$ cat config.mk
export PLATFORM = sky130hd
export DESIGN_NAME = dithered_rgb565_pixel_writer
export DESIGN_NICKNAME = d
export VERILOG_FILES = /design/src/hdl/pxw_pkg.sv /design/src/hdl/pxw_front.sv /design/src/hdl/pxw_mid.sv /design/src/hdl/pxw_out.sv /design/src/hdl/dithered_rgb565_pixel_writer.sv
export SDC_FILE = /design/constraint.sdc
export NUM_CORES = 2
export LEC_CHECK = 0
export BUFFER_PORTS_ARGS = -buffer_cell sky130_fd_sc_hd__clkbuf_2
export CAP_MARGIN = 10
export CORE_UTILIZATION = 65
export CTS_CLUSTER_DIAMETER = 30
export CTS_CLUSTER_SIZE = 16
export DETAILED_ROUTE_END_ITERATION = 12
export PLACE_DENSITY = 0.82
export SYNTH_ARGS = -nofsm -noshare
export SYNTH_HDL_FRONTEND = slang
export SYNTH_SLANG_ARGS = --single-unit
$ cat constraint.sdc
create_clock -name clk -period 9.2 [get_ports clk]
set_input_delay 1.84 -clock clk [delete_from_list [all_inputs] [get_ports clk]]
set_output_delay 1.84 -clock clk [all_outputs]
set_load 0.02 [all_outputs]
$ cat src/hdl/pxw_pkg.sv
// Shared types and constants for the dithered RGB565 pixel writer.
// Holds the request, configuration and stage payload structs used by every
// pipeline stage; depends on nothing.
package pxw_pkg;

    // Bit positions of the packed colour fields.
    localparam int RED_SHIFT   = 11;
    localparam int GREEN_SHIFT = 5;
    localparam int BLUE_SHIFT  = 0;

    // Buffer codes on the target field. The spare code is not a buffer of its
    // own and is decoded as the pixmap.
    localparam logic [1:0] TGT_BACKING = 2'd0;
    localparam logic [1:0] TGT_SCREEN  = 2'd1;
    localparam logic [1:0] TGT_PIXMAP  = 2'd2;
    localparam logic [1:0] TGT_SPARE   = 2'd3;

    // Configuration register indexes.
    localparam int CFG_IDX_W = 3;
    localparam logic [CFG_IDX_W-1:0] CFG_SCREEN_WIDTH  = 3'd0;
    localparam logic [CFG_IDX_W-1:0] CFG_SCREEN_HEIGHT = 3'd1;
    localparam logic [CFG_IDX_W-1:0] CFG_STEP_X        = 3'd2;
    localparam logic [CFG_IDX_W-1:0] CFG_STEP_Y        = 3'd3;
    localparam logic [CFG_IDX_W-1:0] CFG_PIXMAP_WIDTH  = 3'd4;
    localparam logic [CFG_IDX_W-1:0] CFG_PIXMAP_HEIGHT = 3'd5;

    typedef struct packed {
        logic [15:0] screen_width;
        logic [15:0] screen_height;
        logic [15:0] step_x;
        logic [15:0] step_y;
        logic [15:0] pixmap_width;
        logic [15:0] pixmap_height;
    } cfg_t;

    typedef struct packed {
        logic [15:0] pos_x;
        logic [15:0] pos_y;
        logic [7:0]  red;
        logic [7:0]  green;
        logic [7:0]  blue;
        logic [1:0]  target;
        logic        dither_on;
        logic        xor_on;
    } req_t;

    // After clipping, scaling products and offset products.
    typedef struct packed {
        logic        in_bounds;
        logic [1:0]  wtarget;
        logic [31:0] prod_x;
        logic [31:0] prod_y;
        logic [15:0] red_m;
        logic [15:0] green_m;
        logic [15:0] blue_m;
        logic [7:0]  red;
        logic [7:0]  green;
        logic [7:0]  blue;
        logic        dither_on;
        logic        xor_on;
        logic        x_lo;
        logic [1:0]  y_lo;
    } s1_t;

    // After the divide by 255, the offset sum and the threshold look-up.
    typedef struct packed {
        logic        in_bounds;
        logic [1:0]  wtarget;
        logic [31:0] offset;
        logic [7:0]  red;
        logic [7:0]  green;
        logic [7:0]  blue;
        logic [2:0]  th8;
        logic [1:0]  th4;
        logic        dither_on;
        logic        xor_on;
    } s2_t;

    typedef struct packed {
        logic        write_valid;
        logic [1:0]  write_target;
        logic [31:0] word_offset;
        logic [15:0] pixel_word;
        logic        xor_write;
        logic        dirty_mark;
    } res_t;

endpackage

$ cat src/hdl/pxw_front.sv
// First pipeline stage: target decode, clipping and all multiplications.
// Depends on pxw_pkg.
module pxw_front (
    input  logic          clk,
    input  logic          rst_n,
    input  logic          up_valid,
    input  pxw_pkg::req_t up_data,
    input  pxw_pkg::cfg_t cfg,
    output logic          busy,
    input  logic          down_busy,
    output logic          valid,
    output pxw_pkg::s1_t  data
);
    import pxw_pkg::*;

    logic  valid_reg, valid_next;
    s1_t   data_reg, data_next;
    logic  pixmap;
    logic [15:0] lim_w, lim_h, sx, sy;

    assign busy = valid_reg && down_busy;

    always_comb
    begin
        pixmap = up_data.target[1];
        lim_w  = pixmap ? cfg.pixmap_width  : cfg.screen_width;
        lim_h  = pixmap ? cfg.pixmap_height : cfg.screen_height;
        sx     = pixmap ? 16'd1             : cfg.step_x;
        sy     = pixmap ? cfg.pixmap_width  : cfg.step_y;

        data_next           = data_reg;
        data_next.in_bounds = (up_data.pos_x < lim_w) && (up_data.pos_y < lim_h);
        data_next.wtarget   = pixmap ? TGT_PIXMAP : up_data.target;
        data_next.prod_x    = {16'd0, up_data.pos_x} * {16'd0, sx};
        data_next.prod_y    = {16'd0, up_data.pos_y} * {16'd0, sy};
        data_next.red_m     = {8'd0, up_data.red}   * 16'd248;
        data_next.green_m   = {8'd0, up_data.green} * 16'd252;
        data_next.blue_m    = {8'd0, up_data.blue}  * 16'd248;
        data_next.red       = up_data.red;
        data_next.green     = up_data.green;
        data_next.blue      = up_data.blue;
        data_next.dither_on = up_data.dither_on;
        data_next.xor_on    = up_data.xor_on;
        data_next.x_lo      = up_data.pos_x[0];
        data_next.y_lo      = up_data.pos_y[1:0];

        valid_next = busy ? valid_reg : up_valid;
    end

    always_ff @(posedge clk or negedge rst_n)
    begin
        if (!rst_n)
        begin
            valid_reg <= 1'b0;
        end
        else
        begin
            valid_reg <= valid_next;
        end
    end

    always_ff @(posedge clk)
    begin
        if (up_valid && !busy)
        begin
            data_reg <= data_next;
        end
    end

    assign valid = valid_reg;
    assign data  = data_reg;
endmodule

$ cat src/hdl/pxw_mid.sv
// Second pipeline stage: divide by 255, offset sum and dither thresholds.
// Depends on pxw_pkg.
module pxw_mid (
    input  logic         clk,
    input  logic         rst_n,
    input  logic         up_valid,
    input  pxw_pkg::s1_t up_data,
    output logic         busy,
    input  logic         down_busy,
    output logic         valid,
    output pxw_pkg::s2_t data
);
    import pxw_pkg::*;

    // Exact quotient by 255 for every value below 255 * 256.
    function automatic logic [7:0] div255(input logic [15:0] v);
        logic [16:0] t;
        t = {1'b0, v} + {9'd0, v[15:8]} + 17'd1;
        return t[15:8];
    endfunction

    // Ordered dither matrix for the five-bit channels.
    function automatic logic [2:0] thr8(input logic xb, input logic [1:0] yb);
        logic [2:0] t;
        case ({xb, yb})
            3'b000:  t = 3'd0;
            3'b001:  t = 3'd4;
            3'b010:  t = 3'd2;
            3'b011:  t = 3'd6;
            3'b100:  t = 3'd1;
            3'b101:  t = 3'd5;
            3'b110:  t = 3'd3;
            3'b111:  t = 3'd7;
            default: t = 3'd0;
        endcase
        return t;
    endfunction

    // Ordered dither matrix for the six-bit channel.
    function automatic logic [1:0] thr4(input logic xb, input logic yb);
        logic [1:0] t;
        case ({xb, yb})
            2'b00:   t = 2'd0;
            2'b01:   t = 2'd2;
            2'b10:   t = 2'd1;
            2'b11:   t = 2'd3;
            default: t = 2'd0;
        endcase
        return t;
    endfunction

    logic valid_reg, valid_next;
    s2_t  data_reg, data_next;

    assign busy = valid_reg && down_busy;

    always_comb
    begin
        data_next           = data_reg;
        data_next.in_bounds = up_data.in_bounds;
        data_next.wtarget   = up_data.wtarget;
        data_next.offset    = up_data.prod_x + up_data.prod_y;
        data_next.red       = up_data.dither_on ? div255(up_data.red_m)   : up_data.red;
        data_next.green     = up_data.dither_on ? div255(up_data.green_m) : up_data.green;
        data_next.blue      = up_data.dither_on ? div255(up_data.blue_m)  : up_data.blue;
        data_next.th8       = thr8(up_data.x_lo, up_data.y_lo);
        data_next.th4       = thr4(up_data.x_lo, up_data.y_lo[0]);
        data_next.dither_on = up_data.dither_on;
        data_next.xor_on    = up_data.xor_on;

        valid_next = busy ? valid_reg : up_valid;
    end

    always_ff @(posedge clk or negedge rst_n)
    begin
        if (!rst_n)
        begin
            valid_reg <= 1'b0;
        end
        else
        begin
            valid_reg <= valid_next;
        end
    end

    always_ff @(posedge clk)
    begin
        if (up_valid && !busy)
        begin
            data_reg <= data_next;
        end
    end

    assign valid = valid_reg;
    assign data  = data_reg;
endmodule

$ cat src/hdl/pxw_out.sv
// Last pipeline stage: dither rounding, 5-6-5 packing and the result register.
// Depends on pxw_pkg.
module pxw_out (
    input  logic          clk,
    input  logic          rst_n,
    input  logic          up_valid,
    input  pxw_pkg::s2_t  up_data,
    output logic          busy,
    input  logic          down_busy,
    output logic          valid,
    output pxw_pkg::res_t data
);
    import pxw_pkg::*;

    logic  valid_reg, valid_next;
    res_t  data_reg, data_next;
    logic [7:0]  r_d, g_d, b_d;
    logic [31:0] packed_word;

    assign busy = valid_reg && down_busy;

    always_comb
    begin
        r_d = up_data.red;
        g_d = up_data.green;
        b_d = up_data.blue;
        if (up_data.dither_on)
        begin
            // The scaled channels never exceed 252, so the bump stays in range.
            if (up_data.red[2:0] > up_data.th8)
            begin
                r_d = up_data.red + 8'd8;
            end
            if (up_data.blue[2:0] > up_data.th8)
            begin
                b_d = up_data.blue + 8'd8;
            end
            if (up_data.green[1:0] > up_data.th4)
            begin
                g_d = up_data.green + 8'd4;
            end
        end

        packed_word = (32'(r_d[7:3]) << RED_SHIFT) | (32'(g_d[7:2]) << GREEN_SHIFT)
                    | (32'(b_d[7:3]) << BLUE_SHIFT);

        data_next              = data_reg;
        data_next.write_valid  = up_data.in_bounds;
        data_next.write_target = up_data.wtarget;
        if (up_data.in_bounds)
        begin
            data_next.word_offset = up_data.offset;
            data_next.pixel_word  = packed_word[15:0];
            data_next.xor_write   = up_data.xor_on;
            data_next.dirty_mark  = (up_data.wtarget == TGT_BACKING);
        end
        else
        begin
            data_next.word_offset = 32'd0;
            data_next.pixel_word  = 16'd0;
            data_next.xor_write   = 1'b0;
            data_next.dirty_mark  = 1'b0;
        end

        valid_next = busy ? valid_reg : up_valid;
    end

    always_ff @(posedge clk or negedge rst_n)
    begin
        if (!rst_n)
        begin
            valid_reg <= 1'b0;
        end
        else
        begin
            valid_reg <= valid_next;
        end
    end

    always_ff @(posedge clk)
    begin
        if (up_valid && !busy)
        begin
            data_reg <= data_next;
        end
    end

    assign valid = valid_reg;
    assign data  = data_reg;
endmodule

$ cat src/hdl/dithered_rgb565_pixel_writer.sv
// Top level of the dithered RGB565 pixel writer: configuration registers and
// the three-stage pipeline. Depends on pxw_pkg, pxw_front, pxw_mid and pxw_out.
//
// Usage. A pixel request is presented on pos_x, pos_y, red, green, blue, target,
// dither_on and xor_on with req_valid high; it is taken at a rising edge where
// req_stall is low. Each request produces exactly one write descriptor on the
// result channel, shown with res_valid and taken when res_stall is low.
// The geometry registers are written through cfg_we, cfg_index and cfg_data
// while no request is in flight; indexes beyond the six registers are ignored.
// A request taken at one edge moves through the front, middle and result
// registers in turn; the descriptor leaves at an edge where res_stall is low.
// While the receiver does not stall, the pipeline sustains one request per
// clock: the front stage holds the two 16 by 16 offset multipliers and the
// colour scalers, the middle stage the offset adder and the divide by 255,
// and the last stage the rounding and packing.
// Reset clears the three stage valid bits and loads the registers with their
// defaults (240 by 320 screen, steps 1 and 240, empty pixmap).
// When the receiver stalls, the result register holds its request unchanged,
// and the earlier stages keep filling until all three are occupied; only then
// is req_stall raised, so up to three requests wait inside the block.
module dithered_rgb565_pixel_writer (
    input  logic        clk,
    input  logic        rst_n,
    // Configuration write port.
    input  logic        cfg_we,
    input  logic [pxw_pkg::CFG_IDX_W-1:0] cfg_index,
    input  logic [15:0] cfg_data,
    // Pixel request channel.
    input  logic        req_valid,
    output logic        req_stall,
    input  logic [15:0] pos_x,
    input  logic [15:0] pos_y,
    input  logic [7:0]  red,
    input  logic [7:0]  green,
    input  logic [7:0]  blue,
    input  logic [1:0]  target,
    input  logic        dither_on,
    input  logic        xor_on,
    // Write descriptor channel.
    output logic        res_valid,
    input  logic        res_stall,
    output logic        write_valid,
    output logic [1:0]  write_target,
    output logic [31:0] word_offset,
    output logic [15:0] pixel_word,
    output logic        xor_write,
    output logic        dirty_mark
);
    import pxw_pkg::*;

    cfg_t cfg_reg, cfg_next;
    req_t req;
    s1_t  s1_data;
    s2_t  s2_data;
    res_t res;
    logic s1_valid, s2_valid;
    logic s1_busy, s2_busy, s3_busy;

    // Register writes are accepted unconditionally; unknown indexes fall through.
    always_comb
    begin
        cfg_next = cfg_reg;
        if (cfg_we)
        begin
            case (cfg_index)
                CFG_SCREEN_WIDTH:  cfg_next.screen_width  = cfg_data;
                CFG_SCREEN_HEIGHT: cfg_next.screen_height = cfg_data;
                CFG_STEP_X:        cfg_next.step_x        = cfg_data;
                CFG_STEP_Y:        cfg_next.step_y        = cfg_data;
                CFG_PIXMAP_WIDTH:  cfg_next.pixmap_width  = cfg_data;
                CFG_PIXMAP_HEIGHT: cfg_next.pixmap_height = cfg_data;
                default:           cfg_next = cfg_reg;
            endcase
        end
    end

    always_ff @(posedge clk or negedge rst_n)
    begin
        if (!rst_n)
        begin
            cfg_reg.screen_width  <= 16'd240;
            cfg_reg.screen_height <= 16'd320;
            cfg_reg.step_x        <= 16'd1;
            cfg_reg.step_y        <= 16'd240;
            cfg_reg.pixmap_width  <= 16'd0;
            cfg_reg.pixmap_height <= 16'd0;
        end
        else
        begin
            cfg_reg <= cfg_next;
        end
    end

    always_comb
    begin
        req.pos_x     = pos_x;
        req.pos_y     = pos_y;
        req.red       = red;
        req.green     = green;
        req.blue      = blue;
        req.target    = target;
        req.dither_on = dither_on;
        req.xor_on    = xor_on;
    end

    pxw_front u_front (
        .clk       (clk),
        .rst_n     (rst_n),
        .up_valid  (req_valid),
        .up_data   (req),
        .cfg       (cfg_reg),
        .busy      (s1_busy),
        .down_busy (s2_busy),
        .valid     (s1_valid),
        .data      (s1_data)
    );

    pxw_mid u_mid (
        .clk       (clk),
        .rst_n     (rst_n),
        .up_valid  (s1_valid),
        .up_data   (s1_data),
        .busy      (s2_busy),
        .down_busy (s3_busy),
        .valid     (s2_valid),
        .data      (s2_data)
    );

    pxw_out u_out (
        .clk       (clk),
        .rst_n     (rst_n),
        .up_valid  (s2_valid),
        .up_data   (s2_data),
        .busy      (s3_busy),
        .down_busy (res_stall),
        .valid     (res_valid),
        .data      (res)
    );

    assign req_stall    = s1_busy;
    assign write_valid  = res.write_valid;
    assign write_target = res.write_target;
    assign word_offset  = res.word_offset;
    assign pixel_word   = res.pixel_word;
    assign xor_write    = res.xor_write;
    assign dirty_mark   = res.dirty_mark;

    // The request side only backs up once every stage holds a request.
    a_stall_only_when_full: assert property (@(posedge clk) disable iff (!rst_n)
        req_stall |-> (res_valid && res_stall && s1_valid && s2_valid))
        else $error("request stalled while the pipeline has a free stage");

    // A clipped pixel carries no offset, colour or dirty mark.
    a_clipped_is_zero: assert property (@(posedge clk) disable iff (!rst_n)
        (res_valid && !write_valid) |->
        (word_offset == 32'd0 && pixel_word == 16'd0 && !xor_write && !dirty_mark))
        else $error("clipped pixel produced a non-zero write descriptor");

    // Dirty marks belong only to valid writes into the backing buffer.
    a_dirty_backing: assert property (@(posedge clk) disable iff (!rst_n)
        (res_valid && dirty_mark) |-> (write_valid && write_target == TGT_BACKING))
        else $error("dirty mark on a write outside the backing buffer");

    // The spare target code is always folded onto the pixmap.
    a_target_decoded: assert property (@(posedge clk) disable iff (!rst_n)
        res_valid |-> (write_target != TGT_SPARE))
        else $error("undecoded target code reached the result");
endmodule

==> results.md <==
- Yosys warnings: 0
- Placed Cells: 4069
- Flops & latches, synth: 351
- Clock Skews: between 0.02 and 0.025 ns
- HP Class: register to register
- Routed vias: 24963
- Nature of the critical path endpoint: register
- CP most frequent cell: fa_1
- Post-CTS Setup Repair Bufs: 0
- First-pass GRT wire length: approximately 140000 um
- # Max-Cap Violations: 0
- Endpoints failing hold: 0
- Final instance area: 0.0394 mm^2
- CP max stage delay: 1.00 ns
- CTS Hold Buffers Added: 0
- # rows: 85
- Largest net degree at the start of global routing: 68
- # port buffers: 138
- Remaining DRCs: 0
- Number of I/O pins: 139
- Synth area leader: fa_1
- Die height: approximately 240 um
- Number of global-route vias before repair: 27483
- ANT nets after route: 0
- Nets@finish: around 4300
- CP Cell Sequence: buf_4 -> nor2b_1 -> nand2_1 -> fa_1 -> inv_1 -> fa_1 -> fa_1 -> fa_1 -> fa_1 -> inv_1 -> fa_1 -> inv_1 -> ha_1 -> a21o_1 -> a21o_1 -> a21oi_1 -> a21boi_0 -> a31oi_1 -> a221o_1 -> nor2b_1 -> or4b_1 -> o311ai_1
- Max stage delay cell, worst path: nor2b_1
- Fin cells: 4206
- Clock Tree Buf Depth: 3
- Root buffer cell: clkbuf_16
- Reg-to-reg startpoint: cfg_reg[58]
- RSZ-0062 raised after global routing: no
- Hold WS: 0.415 ns
- Worst-skew pair later-pin latency: around 0.62 ns
- Asr flop ratio synth: 0.282
- GRT Residual Overflow: 0
- Top cell type's share of synthesized area: 0.250
- Worst slew pin tran: 1.20 ns
- Post-cts sizing count: 0
- Placer Congestion: between 0.9 and 1
- Syn_area_per_cell: 10.7 um^2
- Setup tns final: 0 ns
- Ant. Diodes: 0
- Status: completed
- Area contributors post-synth: fa_1 (25%), edfxtp_1 (21%), ha_1 (13%)
- Post-synth net total: between 4000 and 5000
- Pre-antenna DRT Iters: 6
- Final worst-path cycle share: 0.928
- Initial DRC Count: 1734
- Largest register FFs: 133
- Synthesized instance count: 3310
- Synth Flop Type: edfxtp_1
- P&R area growth vs syn: 11.3%
- Sink Count: approximately 350
- Core box area: 0.0538 mm^2
- Gr usage total: 0.317
- CTS H-Tree Depth: 3
- EDFF count, synth: about 250
- Fin. max-slew vios: 0
- Final setup fails: 0
- CP Launch Type: input port
- CP Class: input port to register
- Mean routed wirelength per cell: 20.1 um
- Mapped Area: approximately 0.035 mm^2
- Fmax: 0.117 GHz
- Netlist cell types: 74
- Multi-input logic area: 0.0230 mm^2
- Initial antenna violation count: 0
- Die Wd: 235 um
- Die Area: around 0.055 mm^2
- Rel. slew slack: 0.196
- Seq/Total Area, Yosys: 0.284
- Starting density of the core: 0.658
- DP HPWL: between 60000 and 70000 um
- Crit Path Max Fanout: between 40 and 50
- Critical path data arrival time: 8.95 ns
- Via density: 5.94
- Register area: 0.0101 mm^2
- Clock slew at reported path FFs: 0.05 ns
- # fillers: 3592
- Share of cells above drive strength 1: 0.126
- DP Area: 0.0368 mm^2
- WP data required: 9.61 ns
- Start point of the worst hold path: u_front.data[1]
- Final min period: around 8.5 ns
- Final wirelength: 84700 um
- Clock buffer count from CTS: 73
- CP Launch Point: target[1]
- CTS tree: done
critical path: cells and delay by family:
family | cells | cell delay, ns
compound gates | 7 | 1.34
fa+ha+maj | 7 | 3.34
buf+inv | 4 | 0.46
simple gates | 4 | 1.93
logic make-up (layout without fill, tap and decap cells):
kind of cell             count (synthesis)  in the layout  share of synthesized area
XOR/XNOR                               143            143                     0.0354
multiplexers                           150            150                     0.0465
AND/OR/NAND/NOR                        848            848                      0.120
AO/OA/AOI/OAI                          373            373                     0.0682
buffers and inverters                  644            844                     0.0683
flip-flops                             351            351                      0.284
adder cells (fa/ha/maj)                801            801                      0.377
cell usage after synthesis, types with 4 or more instances:
master / instances
inv_1: 542
fa_1: 442
ha_1: 359
nand2_1: 343
and2_1: 283
edfxtp_1: 252
a21oi_1: 134
mux2_2: 115
clkbuf_1: 98
xnor2_1: 94
dfrtp_1: 88
nor2_1: 74
a21o_1: 59
o21ai_0: 49
xor2_1: 49
mux2i_1: 35
nor2b_1: 35
o21bai_1: 28
nand4_1: 26
nand3_1: 24
o21a_1: 17
a31oi_1: 15
nor3_1: 13
and3_1: 11
dfstp_2: 11
nand2b_1: 10
o211ai_1: 8
a211oi_1: 7
a21boi_0: 7
or3_1: 5
a2111oi_0: 4
buf_1: 4
o31a_1: 4
worst paths after layout:
check                                          to  slack (ns)  depth (start not counted)
worst max-delay path            u_front.data[138]        0.67                         22
worst min register to register      u_mid.data[5]        0.42                          0
worst max register to register  u_front.data[138]        1.94                         21
max in group asynchronous             cfg_reg[52]        6.73                          2
worst min-delay path                u_mid.data[5]        0.42                          0
min in group asynchronous             cfg_reg[14]        1.16                          1
metrics by stage:
step                utilization  setup WS (ns)
detailed placement        0.684          0.200
global route              0.732          0.399
floorplan                     -          0.734
global placement          0.684          0.462
finish                    0.732          0.665
CTS                       0.732          0.830
routing by layer:
layer | GRT usage | part of all wire
met4 | 0.144 | 0.044
met1 | 0.398 | 0.40
met2 | 0.538 | 0.49
met5 | 0 | 0
met3 | 0.0572 | 0.066
cell usage in the layout (no fill, tap or decap), drive strengths merged, types with 25 or more instances in the layout:
cell type / n
a21o: 60
a21oi: 136
and2: 283
buf: 30
clkbuf: 219
clkinv: 25
dfrtp: 88
edfxtp: 252
fa: 442
ha: 359
inv: 552
mux2: 115
mux2i: 35
nand2: 343
nand4: 26
nor2: 74
nor2b: 35
o21ai: 52
o21bai: 28
xnor2: 94
xor2: 49
cell type report:
type,count,area share
repair buffers,166,0.0231
inverters,542,0.0516
clock inverters,53,0.0162
well taps,696,0.0221
clock buffers,83,0.0486
flip-flops and latches,351,0.255
multi-input cells,2315,0.583
Power is left out: the tool's default activity adds up to more than one toggle a clock period on the data nets, which glitch-free logic cannot reach.
